## src/design/dhc_pkg.sv

```systemverilog
`timescale 1ns / 1ps

package dhc_pkg;

   // Keypad codes (ASCII)
   localparam logic [7:0] KEY_CANCEL     = 8'h58;  // 'X'
   localparam logic [7:0] KEY_ENTER      = 8'h45;  // 'E'
   localparam logic [7:0] KEY_SLOT_BASE  = 8'h40;  // '@', one below the first slot key
   localparam logic [7:0] KEY_SLOT_FIRST = 8'h41;  // 'A'
   localparam logic [7:0] KEY_SLOT_LAST  = 8'h44;  // 'D'
   localparam logic [7:0] KEY_DIGIT_0    = 8'h30;
   localparam logic [7:0] KEY_DIGIT_9    = 8'h39;

   // Key status codes
   localparam logic [2:0] STATUS_NONE        = 3'd0;
   localparam logic [2:0] STATUS_TARGET_SET  = 3'd1;
   localparam logic [2:0] STATUS_VALUE_RANGE = 3'd2;
   localparam logic [2:0] STATUS_SLOT_EMPTY  = 3'd3;
   localparam logic [2:0] STATUS_SLOT_RANGE  = 3'd4;
   localparam logic [2:0] STATUS_RECORDED    = 3'd5;
   localparam logic [2:0] STATUS_CANCELLED   = 3'd6;
   localparam logic [2:0] STATUS_DIGIT       = 3'd7;

   // Motor direction codes
   localparam logic [1:0] DIR_IDLE = 2'd0;
   localparam logic [1:0] DIR_UP   = 2'd1;
   localparam logic [1:0] DIR_DOWN = 2'd2;

   // Register indexes
   localparam logic [1:0] CSR_MIN_HEIGHT   = 2'd0;
   localparam logic [1:0] CSR_MAX_HEIGHT   = 2'd1;
   localparam logic [1:0] CSR_PRESET_COUNT = 2'd2;

   localparam logic [7:0] POWER_STEP     = 8'd51;
   localparam logic [2:0] POWER_BREAK_CM = 3'd5;

   localparam logic [7:0] RESET_MIN_HEIGHT   = 8'd0;
   localparam logic [7:0] RESET_MAX_HEIGHT   = 8'd255;
   localparam logic [2:0] RESET_PRESET_COUNT = 3'd4;

   typedef struct packed {
      logic        key_valid;
      logic [7:0]  key_code;
      logic [11:0] height_sample;
   } req_item_type;

   typedef struct packed {
      logic [7:0] motor_power;
      logic [1:0] motor_direction;
      logic       moving;
      logic [7:0] target_height;
      logic [2:0] key_status;
      logic       arrived;
   } rsp_item_type;

   typedef struct packed {
      logic [1:0] reg_index;
      logic [7:0] write_data;
   } csr_item_type;

endpackage

```

## src/design/dhc_if.sv

```systemverilog
`timescale 1ns / 1ps

interface dhc_req_if;
   logic                  valid;
   logic                  ready;
   dhc_pkg::req_item_type data;

   modport source (output valid, output data, input ready);
   modport sink (input valid, input data, output ready);
endinterface

interface dhc_rsp_if;
   logic                  valid;
   logic                  ready;
   dhc_pkg::rsp_item_type data;

   modport source (output valid, output data, input ready);
   modport sink (input valid, input data, output ready);
endinterface

interface dhc_csr_if;
   logic                  valid;
   logic                  ready;
   dhc_pkg::csr_item_type data;

   modport source (output valid, output data, input ready);
   modport sink (input valid, input data, output ready);
endinterface

```

## src/design/desk_height_controller_core.sv

```systemverilog
`timescale 1ns / 1ps

// Channel    Dir  Handshake          Word
// req_chan   in   valid/ready        key_valid, key_code, height_sample
// rsp_chan   out  valid/ready        motor_power, motor_direction, moving,
//                                    target_height, key_status, arrived
// csr_chan   in   valid/ready (=1)   reg_index, write_data
//
// One word per cycle sustained while rsp_chan is not stalled; an accepted request
// word passes the input register, then the result register, to reach rsp_chan.
// Key handling and motor update run in one pass from the input register, so
// the controller state is ready for the next word in the following cycle.
// Synchronous active-high reset clears state, presets and registers to defaults.
// A stalled rsp_chan holds the result; one more word waits in the input register.
module desk_height_controller_core #(
   parameter int PRESET_SLOTS     = 4,
   parameter int HEIGHT_FRAC_BITS = 4
) (
   input  logic      clock,
   input  logic      reset,
   dhc_req_if.sink   req_chan,
   dhc_rsp_if.source rsp_chan,
   dhc_csr_if.sink   csr_chan
);
   import dhc_pkg::*;

   localparam int SLOT_IDX_W = (PRESET_SLOTS > 1) ? $clog2(PRESET_SLOTS) : 1;
   localparam int GOAL_W     = 8 + HEIGHT_FRAC_BITS;
   localparam int DIST_W     = (GOAL_W > 12) ? GOAL_W : 12;
   localparam logic [2:0] SLOT_LIMIT = 3'(PRESET_SLOTS);
   localparam logic [DIST_W-1:0] NEAR_LIMIT = DIST_W'(1) << (HEIGHT_FRAC_BITS - 1);

   // configuration
   logic [7:0] min_height_ff;
   logic [7:0] max_height_ff;
   logic [2:0] preset_count_ff;

   // controller state
   logic       moving_ff, moving_in;
   logic [7:0] target_ff, target_in;
   logic [1:0] dir_ff, dir_in;
   logic [7:0] entry_value_ff, entry_value_in;
   logic       entry_present_ff, entry_present_in;
   logic       entry_ended_ff, entry_ended_in;
   logic [7:0] store_ff [PRESET_SLOTS];

   // pipeline registers
   logic         in_valid_ff;
   req_item_type in_item_ff;
   logic         rsp_valid_ff;
   rsp_item_type rsp_item_ff, rsp_item_in;

   logic advance;

   // key decode and motor pass
   logic [7:0]            key;
   logic [2:0]            slot_num;
   logic [SLOT_IDX_W-1:0] slot_idx;
   logic [7:0]            stored;
   logic                  store_we;
   logic [2:0]            status;
   logic                  arrived;
   logic [7:0]            power;
   logic [DIST_W-1:0]     goal, sample, span, cm;
   logic [2:0]            cm_cap;

   assign advance        = in_valid_ff && (!rsp_valid_ff || rsp_chan.ready);
   assign req_chan.ready = !in_valid_ff || advance;
   assign csr_chan.ready = 1'b1;
   assign rsp_chan.valid = rsp_valid_ff;
   assign rsp_chan.data  = rsp_item_ff;

   assign key      = in_item_ff.key_code;
   assign slot_num = 3'(key - KEY_SLOT_BASE);
   assign slot_idx = SLOT_IDX_W'(slot_num - 3'd1);
   assign stored   = store_ff[slot_idx];

   always_comb begin
      status           = STATUS_NONE;
      store_we         = 1'b0;
      moving_in        = moving_ff;
      target_in        = target_ff;
      dir_in           = dir_ff;
      entry_value_in   = entry_value_ff;
      entry_present_in = entry_present_ff;
      entry_ended_in   = entry_ended_ff;
      arrived          = 1'b0;
      power            = 8'd0;

      if (in_item_ff.key_valid) begin
         if (key == KEY_CANCEL) begin
            moving_in        = 1'b0;
            dir_in           = DIR_IDLE;
            entry_value_in   = 8'd0;
            entry_present_in = 1'b0;
            entry_ended_in   = 1'b0;
            status           = STATUS_CANCELLED;
         end else if (key >= KEY_SLOT_FIRST && key <= KEY_SLOT_LAST) begin
            if (slot_num > preset_count_ff || slot_num > SLOT_LIMIT) begin
               status = STATUS_SLOT_RANGE;
            end else if (!entry_present_ff) begin
               if (stored == 8'd0) begin
                  status = STATUS_SLOT_EMPTY;
               end else if (stored < min_height_ff || stored > max_height_ff) begin
                  status = STATUS_VALUE_RANGE;
               end else begin
                  target_in = stored;
                  moving_in = 1'b1;
                  status    = STATUS_TARGET_SET;
               end
            end else if (entry_value_ff < min_height_ff || entry_value_ff > max_height_ff) begin
               status = STATUS_VALUE_RANGE;
            end else begin
               store_we = 1'b1;
               status   = STATUS_RECORDED;
            end
            entry_value_in   = 8'd0;
            entry_present_in = 1'b0;
            entry_ended_in   = 1'b0;
         end else if (key == KEY_ENTER) begin
            if (entry_present_ff) begin
               if (entry_value_ff < min_height_ff || entry_value_ff > max_height_ff) begin
                  status = STATUS_VALUE_RANGE;
               end else begin
                  target_in = entry_value_ff;
                  moving_in = 1'b1;
                  status    = STATUS_TARGET_SET;
               end
               entry_value_in   = 8'd0;
               entry_present_in = 1'b0;
               entry_ended_in   = 1'b0;
            end
         end else begin
            entry_present_in = 1'b1;
            if (!entry_ended_ff) begin
               if (key >= KEY_DIGIT_0 && key <= KEY_DIGIT_9) begin
                  // value * 10 + digit, wrapping at 256
                  entry_value_in = 8'((entry_value_ff << 3) + (entry_value_ff << 1)
                                      + 8'(key - KEY_DIGIT_0));
               end else begin
                  entry_ended_in = 1'b1;
               end
            end
            status = STATUS_DIGIT;
         end
      end

      goal   = DIST_W'(target_in) << HEIGHT_FRAC_BITS;
      sample = DIST_W'(in_item_ff.height_sample);
      span   = (goal >= sample) ? goal - sample : sample - goal;
      cm     = span >> HEIGHT_FRAC_BITS;
      cm_cap = (cm > DIST_W'(POWER_BREAK_CM)) ? POWER_BREAK_CM : cm[2:0];

      if (moving_in) begin
         if (span < NEAR_LIMIT) begin
            moving_in = 1'b0;
            dir_in    = DIR_IDLE;
            arrived   = 1'b1;
         end else begin
            dir_in = (sample <= goal) ? DIR_UP : DIR_DOWN;
            power  = 8'({5'd0, cm_cap} * POWER_STEP);
         end
      end

      rsp_item_in.motor_power     = power;
      rsp_item_in.motor_direction = dir_in;
      rsp_item_in.moving          = moving_in;
      rsp_item_in.target_height   = target_in;
      rsp_item_in.key_status      = status;
      rsp_item_in.arrived         = arrived;
   end

   always_ff @(posedge clock) begin
      if (reset) begin
         min_height_ff   <= RESET_MIN_HEIGHT;
         max_height_ff   <= RESET_MAX_HEIGHT;
         preset_count_ff <= RESET_PRESET_COUNT;
      end else if (csr_chan.valid) begin
         unique case (csr_chan.data.reg_index)
            CSR_MIN_HEIGHT:   min_height_ff   <= csr_chan.data.write_data;
            CSR_MAX_HEIGHT:   max_height_ff   <= csr_chan.data.write_data;
            CSR_PRESET_COUNT: preset_count_ff <= csr_chan.data.write_data[2:0];
            default: ;
         endcase
      end
   end

   always_ff @(posedge clock) begin
      if (reset) begin
         moving_ff        <= 1'b0;
         target_ff        <= 8'd0;
         dir_ff           <= DIR_IDLE;
         entry_value_ff   <= 8'd0;
         entry_present_ff <= 1'b0;
         entry_ended_ff   <= 1'b0;
         for (int i = 0; i < PRESET_SLOTS; i++) begin
            store_ff[i] <= 8'd0;
         end
      end else if (advance) begin
         moving_ff        <= moving_in;
         target_ff        <= target_in;
         dir_ff           <= dir_in;
         entry_value_ff   <= entry_value_in;
         entry_present_ff <= entry_present_in;
         entry_ended_ff   <= entry_ended_in;
         if (store_we) begin
            store_ff[slot_idx] <= entry_value_ff;
         end
      end
   end

   always_ff @(posedge clock) begin
      if (reset) begin
         in_valid_ff  <= 1'b0;
         rsp_valid_ff <= 1'b0;
      end else begin
         if (req_chan.valid && req_chan.ready) begin
            in_valid_ff <= 1'b1;
         end else if (advance) begin
            in_valid_ff <= 1'b0;
         end
         // hold the result until taken
         if (advance) begin
            rsp_valid_ff <= 1'b1;
         end else if (rsp_chan.ready) begin
            rsp_valid_ff <= 1'b0;
         end
      end
   end

   always_ff @(posedge clock) begin
      if (req_chan.valid && req_chan.ready) begin
         in_item_ff <= req_chan.data;
      end
      if (advance) begin
         rsp_item_ff <= rsp_item_in;
      end
   end

`ifndef NO_ASSERTIONS
   a_advance_loads_result: assert property (@(posedge clock) disable iff (reset)
      advance |=> rsp_valid_ff && rsp_item_ff == $past(rsp_item_in))
      else $error("result register did not load on advance");

   a_power_needs_motion: assert property (@(posedge clock) disable iff (reset)
      rsp_valid_ff && rsp_item_ff.motor_power != 8'd0 |->
         rsp_item_ff.moving && rsp_item_ff.motor_direction != DIR_IDLE)
      else $error("motor driven while not moving");

   a_arrival_stops: assert property (@(posedge clock) disable iff (reset)
      rsp_valid_ff && rsp_item_ff.arrived |->
         !rsp_item_ff.moving && rsp_item_ff.motor_power == 8'd0
         && rsp_item_ff.motor_direction == DIR_IDLE)
      else $error("arrival did not stop the motor");

   a_stall_holds_state: assert property (@(posedge clock) disable iff (reset)
      !advance |=> $stable(moving_ff) && $stable(target_ff) && $stable(entry_value_ff))
      else $error("controller state changed without an accepted word");
`endif

endmodule
```

## src/flat_wrapper.sv

```systemverilog
// flat-port wrapper written by rule: the top's interface ports become plain ports
module desk_height_controller_core_flat import dhc_pkg::*;
#(
   parameter int PRESET_SLOTS     = 4,
   parameter int HEIGHT_FRAC_BITS = 4
)
  (clock, reset, req_chan_valid, req_chan_data, req_chan_ready, rsp_chan_valid, rsp_chan_data, rsp_chan_ready, csr_chan_valid, csr_chan_data, csr_chan_ready);
  dhc_req_if req_chan_i ();
  dhc_rsp_if rsp_chan_i ();
  dhc_csr_if csr_chan_i ();
  input  logic clock;
  input  logic reset;
  input wire logic [$bits(req_chan_i.valid)-1:0] req_chan_valid;
  input wire logic [$bits(req_chan_i.data)-1:0] req_chan_data;
  output wire logic [$bits(req_chan_i.ready)-1:0] req_chan_ready;
  output wire logic [$bits(rsp_chan_i.valid)-1:0] rsp_chan_valid;
  output wire logic [$bits(rsp_chan_i.data)-1:0] rsp_chan_data;
  input wire logic [$bits(rsp_chan_i.ready)-1:0] rsp_chan_ready;
  input wire logic [$bits(csr_chan_i.valid)-1:0] csr_chan_valid;
  input wire logic [$bits(csr_chan_i.data)-1:0] csr_chan_data;
  output wire logic [$bits(csr_chan_i.ready)-1:0] csr_chan_ready;
  assign req_chan_i.valid = req_chan_valid;
  assign req_chan_i.data = req_chan_data;
  assign req_chan_ready = req_chan_i.ready;
  assign rsp_chan_valid = rsp_chan_i.valid;
  assign rsp_chan_data = rsp_chan_i.data;
  assign rsp_chan_i.ready = rsp_chan_ready;
  assign csr_chan_i.valid = csr_chan_valid;
  assign csr_chan_i.data = csr_chan_data;
  assign csr_chan_ready = csr_chan_i.ready;
  desk_height_controller_core #(.PRESET_SLOTS(PRESET_SLOTS), .HEIGHT_FRAC_BITS(HEIGHT_FRAC_BITS)) u_core (.clock(clock), .reset(reset), .req_chan(req_chan_i), .rsp_chan(rsp_chan_i), .csr_chan(csr_chan_i));
endmodule
```

## config.mk

```make
export PLATFORM = sky130hd
export DESIGN_NAME = desk_height_controller_core_flat
export DESIGN_NICKNAME = d
export VERILOG_FILES = /design/src/design/dhc_pkg.sv /design/src/design/dhc_if.sv /design/src/design/desk_height_controller_core.sv /design/src/flat_wrapper.sv
export SDC_FILE = /design/constraint.sdc
export NUM_CORES = 1
export LEC_CHECK = 0
export BUFFER_PORTS_ARGS = -buffer_cell sky130_fd_sc_hd__buf_2
export CAP_MARGIN = 20
export CORE_MARGIN = 4
export CORE_UTILIZATION = 55
export CTS_CLUSTER_SIZE = 30
export DETAILED_ROUTE_END_ITERATION = 10
export PLACE_DENSITY = 0.74
export SYNTH_ARGS = -nofsm -noshare
export SYNTH_HDL_FRONTEND = slang
export SYNTH_SLANG_ARGS = --single-unit
```

## constraint.sdc

```tcl
create_clock -name clock -period 10.6 [get_ports clock]
set_clock_uncertainty 0.2 [all_clocks]
set_input_delay 1.06 -clock clock [delete_from_list [all_inputs] [get_ports clock]]
set_output_delay 1.06 -clock clock [all_outputs]
set_load 0.005 [all_outputs]
```

==> results list <==
- The final route contains about 5600 vias.
- The HPWL after detailed placement is 12.9 mm.
* Root Buffer: sky130_fd_sc_hd__clkbuf_16
- Residual antenna-violating net count after detailed routing: 0
- After synthesis, the largest family of logic cells by area is compound AO/OA/AOI/OAI gates.
* Synth Area in XOR/XNOR: 0.0194
* Detailed Route WL: 17.4 mm
- Number of nets in the finished design: between 800 and 900
* Post-cts resize count: 0
- Synth Flop Type: sky130_fd_sc_hd__edfxtp_1
* Gate count after technology mapping: 679
- Setup violations remaining at the end of the flow were counted as 0.
- Count of endpoints failing hold in the final timing report: 0
- The H-tree generated during clock tree synthesis spans 4 levels.
- The tree built by TritonCTS fans out to between 100 and 150 sinks.
- Dividing total power by cell area gives a power density of 149 nW/um^2.
- Worst setup path category: reg2reg
- Prior to clock tree synthesis, the placed netlist has a worst setup slack of 1.81 ns.
- Dividing the final minimum period by the clock period gives 0.843.
- Most frequent standard cell in the layout excluding fill and tap cells: sky130_fd_sc_hd__edfxtp_1
- Bufs on Longest Clock Path: 2
- The average instance in the mapped netlist occupies 10.7 um^2.
* Crit path DAT: ~8.9 ns
- Synthesis inferred 118 register bits.
* Share of synthesized cell area in and, or, nand and nor gates: 0.154
- Cts bufs inserted: 17
- Slowest CP cell: sky130_fd_sc_hd__edfxtp_1
- Postcts setup bufs: 0
- Rel. slew slack: 0.390
- In the final routed layout, each cell accounts on average for 18.9 um.
* Global-route usage over all layers: 0.240
- Most frequent cell on the critical path: sky130_fd_sc_hd__ha_1
* Worst min path class: reg2reg
- For the final routed database, the setup TNS stands at 0 ns.
- Area Growth Syn to Fin: 14.5%
- The number of antenna diodes in the final layout is 0.
* Fraction of registers with async set or reset after synthesis: 0
* Commonest non-fill, non-tap cells in the layout: sky130_fd_sc_hd__edfxtp_1, sky130_fd_sc_hd__ha_1, sky130_fd_sc_hd__inv_1, sky130_fd_sc_hd__buf_2, sky130_fd_sc_hd__nor2_1
* Worst flop-to-flop path endpoint: u_core.rsp_chan.data[22]
- Die area: 15100 um^2
- Worst hold endpoint: u_core.dir_ff[0]
* Final worst setup slack: 1.67 ns
- The first global-routing pass estimated 27.4 mm of wire.
- Number of optimization iterations in the first detailed-route pass: 8
- Count of flip-flops with a built-in enable after synthesis: 76
* Crit start category: register
- Standard-cell rows: 41
- After the first detailed-routing iteration, the DRC count stood at 489.
- In this run, post-CTS hold repair placed 0 buffers.
- HP Start: u_core.dir_ff[0]
- Clock transition at path regs: 0.06 ns
* Crit-path max FO: 16
- Chip height: roughly 120 um
* Result of the run: finished clean
- Clock tree from TritonCTS: done
- In this run the tool buffered the top-level ports with 60 buffer cells.
- The number of global-route vias before repair is 5353.
- Of the post-synthesis cell area, the part taken by muxes is 0.0502.
- Cell depth of the worst flop-to-flop path: 31
- Period minus WS final: 8.93 ns
- After floorplanning, the core was sized to cover 12800 um^2.
- The analysis attributes to cell leakage a power of 3.50 nW.
- IO Pins: 62
* Vias per std cell: about 6.0
* Warnings, synthesis: 0
- Overflow after GRT: 0
- Counting instances, the worst hold path has a depth of 1.
- For this configuration, the core starts out at a cell density of 0.566.
* Maximum cell stage delay along the critical path: 0.74 ns
* Transition at the pin with the smallest max-transition slack: 0.908 ns
- Max VDD drop: 0.0000796 V
- Residual DRC count: 0
- In the final layout, the share of cells above drive strength 1 is 0.158.
- The final max-slew violation count was 0.
- The critical path starts at u_core.key[0].
* Achievable clock frequency: 112 MHz
- Maximum number of pins on one net before global-route repair: 30
- DIE WIDTH: 123 um
- Initial antenna violation count: 0
- Unrepaired setup endpoints after global routing: no
- # Max-Cap Violations: 0
- Synthesized net count: 787
- Setup slack of the most critical reg-to-reg path: 1.67 ns
- Adder-cell share of the synthesized area: 0.131
- Data on the critical path is required at its endpoint by 10.56 ns.
- At the end of routability-driven placement, the weighted congestion stood at between 0.9 and 1.
- The later pin in the worst-skew pair is clocked with a latency of approximately 0.42 ns.
* Synth Area in Compound Gates: 0.165
- STA classifies the critical path endpoint as a register.
- Of the synthesized area, sequential elements account for 0.432.
- Reg2reg start: u_core.key[0]
- Post-synthesis instance area: 7230 um^2
- Distinct cells, synth: 75
[how the worst max path moves through the flow]
stage / to / slack (ns)
4_1_cts: u_core.rsp_chan.data[22] / 1.73
2_1_floorplan: u_core.rsp_chan.data[22] / 2.97
3_3_place_gp: u_core.rsp_chan.data[22] / 2.16
3_5_place_dp: u_core.rsp_chan.data[22] / 1.81
6_report: u_core.rsp_chan.data[22] / 1.67
5_1_grt: u_core.rsp_chan.data[22] / 1.10
[cell usage after synthesis, types with 13 or more instances]
| cell | number | area [um^2] |
|---|---|---|
| sky130_fd_sc_hd__edfxtp_1 | 76 | 2280 |
| sky130_fd_sc_hd__dfxtp_1 | 42 | 841 |
| sky130_fd_sc_hd__a21o_1 | 13 | 97.6 |
| sky130_fd_sc_hd__a21oi_1 | 33 | 165 |
| sky130_fd_sc_hd__clkbuf_1 | 15 | 56.3 |
| sky130_fd_sc_hd__inv_1 | 61 | 229 |
| sky130_fd_sc_hd__nand2_1 | 37 | 139 |
| sky130_fd_sc_hd__nor2_1 | 50 | 188 |
| sky130_fd_sc_hd__nor2b_1 | 13 | 81.3 |
| sky130_fd_sc_hd__a22o_1 | 13 | 114 |
| sky130_fd_sc_hd__o21ai_0 | 25 | 125 |
| sky130_fd_sc_hd__ha_1 | 66 | 826 |
| sky130_fd_sc_hd__mux2i_1 | 16 | 160 |
| sky130_fd_sc_hd__and2_1 | 38 | 238 |
[report_power, final]
part / internal, mW / switching (mW) / leakage, nW
registers: 0.506 / 0.0117 / 1.10
logic: 0.0556 / 0.0812 / 2.10
clock network: 0.375 / 0.202 / 0.299
total: 0.937 / 0.295 / 3.50
[metrics by stage]
step	total power, mW	hold WS (ns)	util	area, um^2	instances
global placement	0.655	0.246	0.599	7650	890
floorplan	0.622	0.233	-	7230	679
detailed placement	0.661	0.262	0.599	7650	890
CTS	1.24	0.278	0.646	8250	922
global route	1.28	0.299	0.648	8280	924
finish	1.23	0.275	0.648	8280	924
[layer usage]
| metal | share of wire | vias to the layer above | track usage |
|---|---|---|---|
| met1 | 0.44 | 2683 | 0.323 |
| met3 | 0.068 | 37 | 0.0631 |
| met5 | 0 | - | 0 |
| li1 | - | 2605 | - |
| met2 | 0.47 | 231 | 0.373 |
| met4 | 0.022 | 0 | 0.0896 |
[registers in the layout, summed over array words and instances (netlist names), 3 cells and up]
signal                  cells
u_core.max_height_ff        8
u_core.rsp_chan.data       23
u_core.target_ff            8
u_core.store_ff            32
u_core.entry_value_ff       8
u_core.min_height_ff        8
u_core.key                  8
u_core.preset_count_ff      3
u_core.sample              12
[cells by family after synthesis]
| kind of cell | Yosys count |
|---|---|
| adders and majority gates | 72 |
| buffers and inverters | 85 |
| xor gates and xnor gates | 16 |
| muxes | 25 |
| other | 1 |
| AOI/OAI and AO/OA | 159 |
| and+or+nand+nor | 203 |
| DFF | 118 |
[critical path: cells and delay by family, from the launching register on]
kind / cells / cell delay, ns
AND/OR/NAND/NOR: 8 / 1.71
AO/OA/AOI/OAI: 10 / 2.46
buffers and inverters: 4 / 0.40
flip-flops: 1 / 0.74
adder cells (fa/ha/maj): 6 / 2.26
multiplexers: 3 / 0.89
[final cells by class]
class	instances	area, um^2
Clock buffer	25	539
Timing Repair Buffer	65	353
Tap cell	172	215
Clock inverter	7	63.8
Multi-Input combinational cell	476	3760
Fill cell	990	4490
Inverter	61	229
Sequential cell	118	3120
Note: power is estimated with default switching activity, not from simulation.
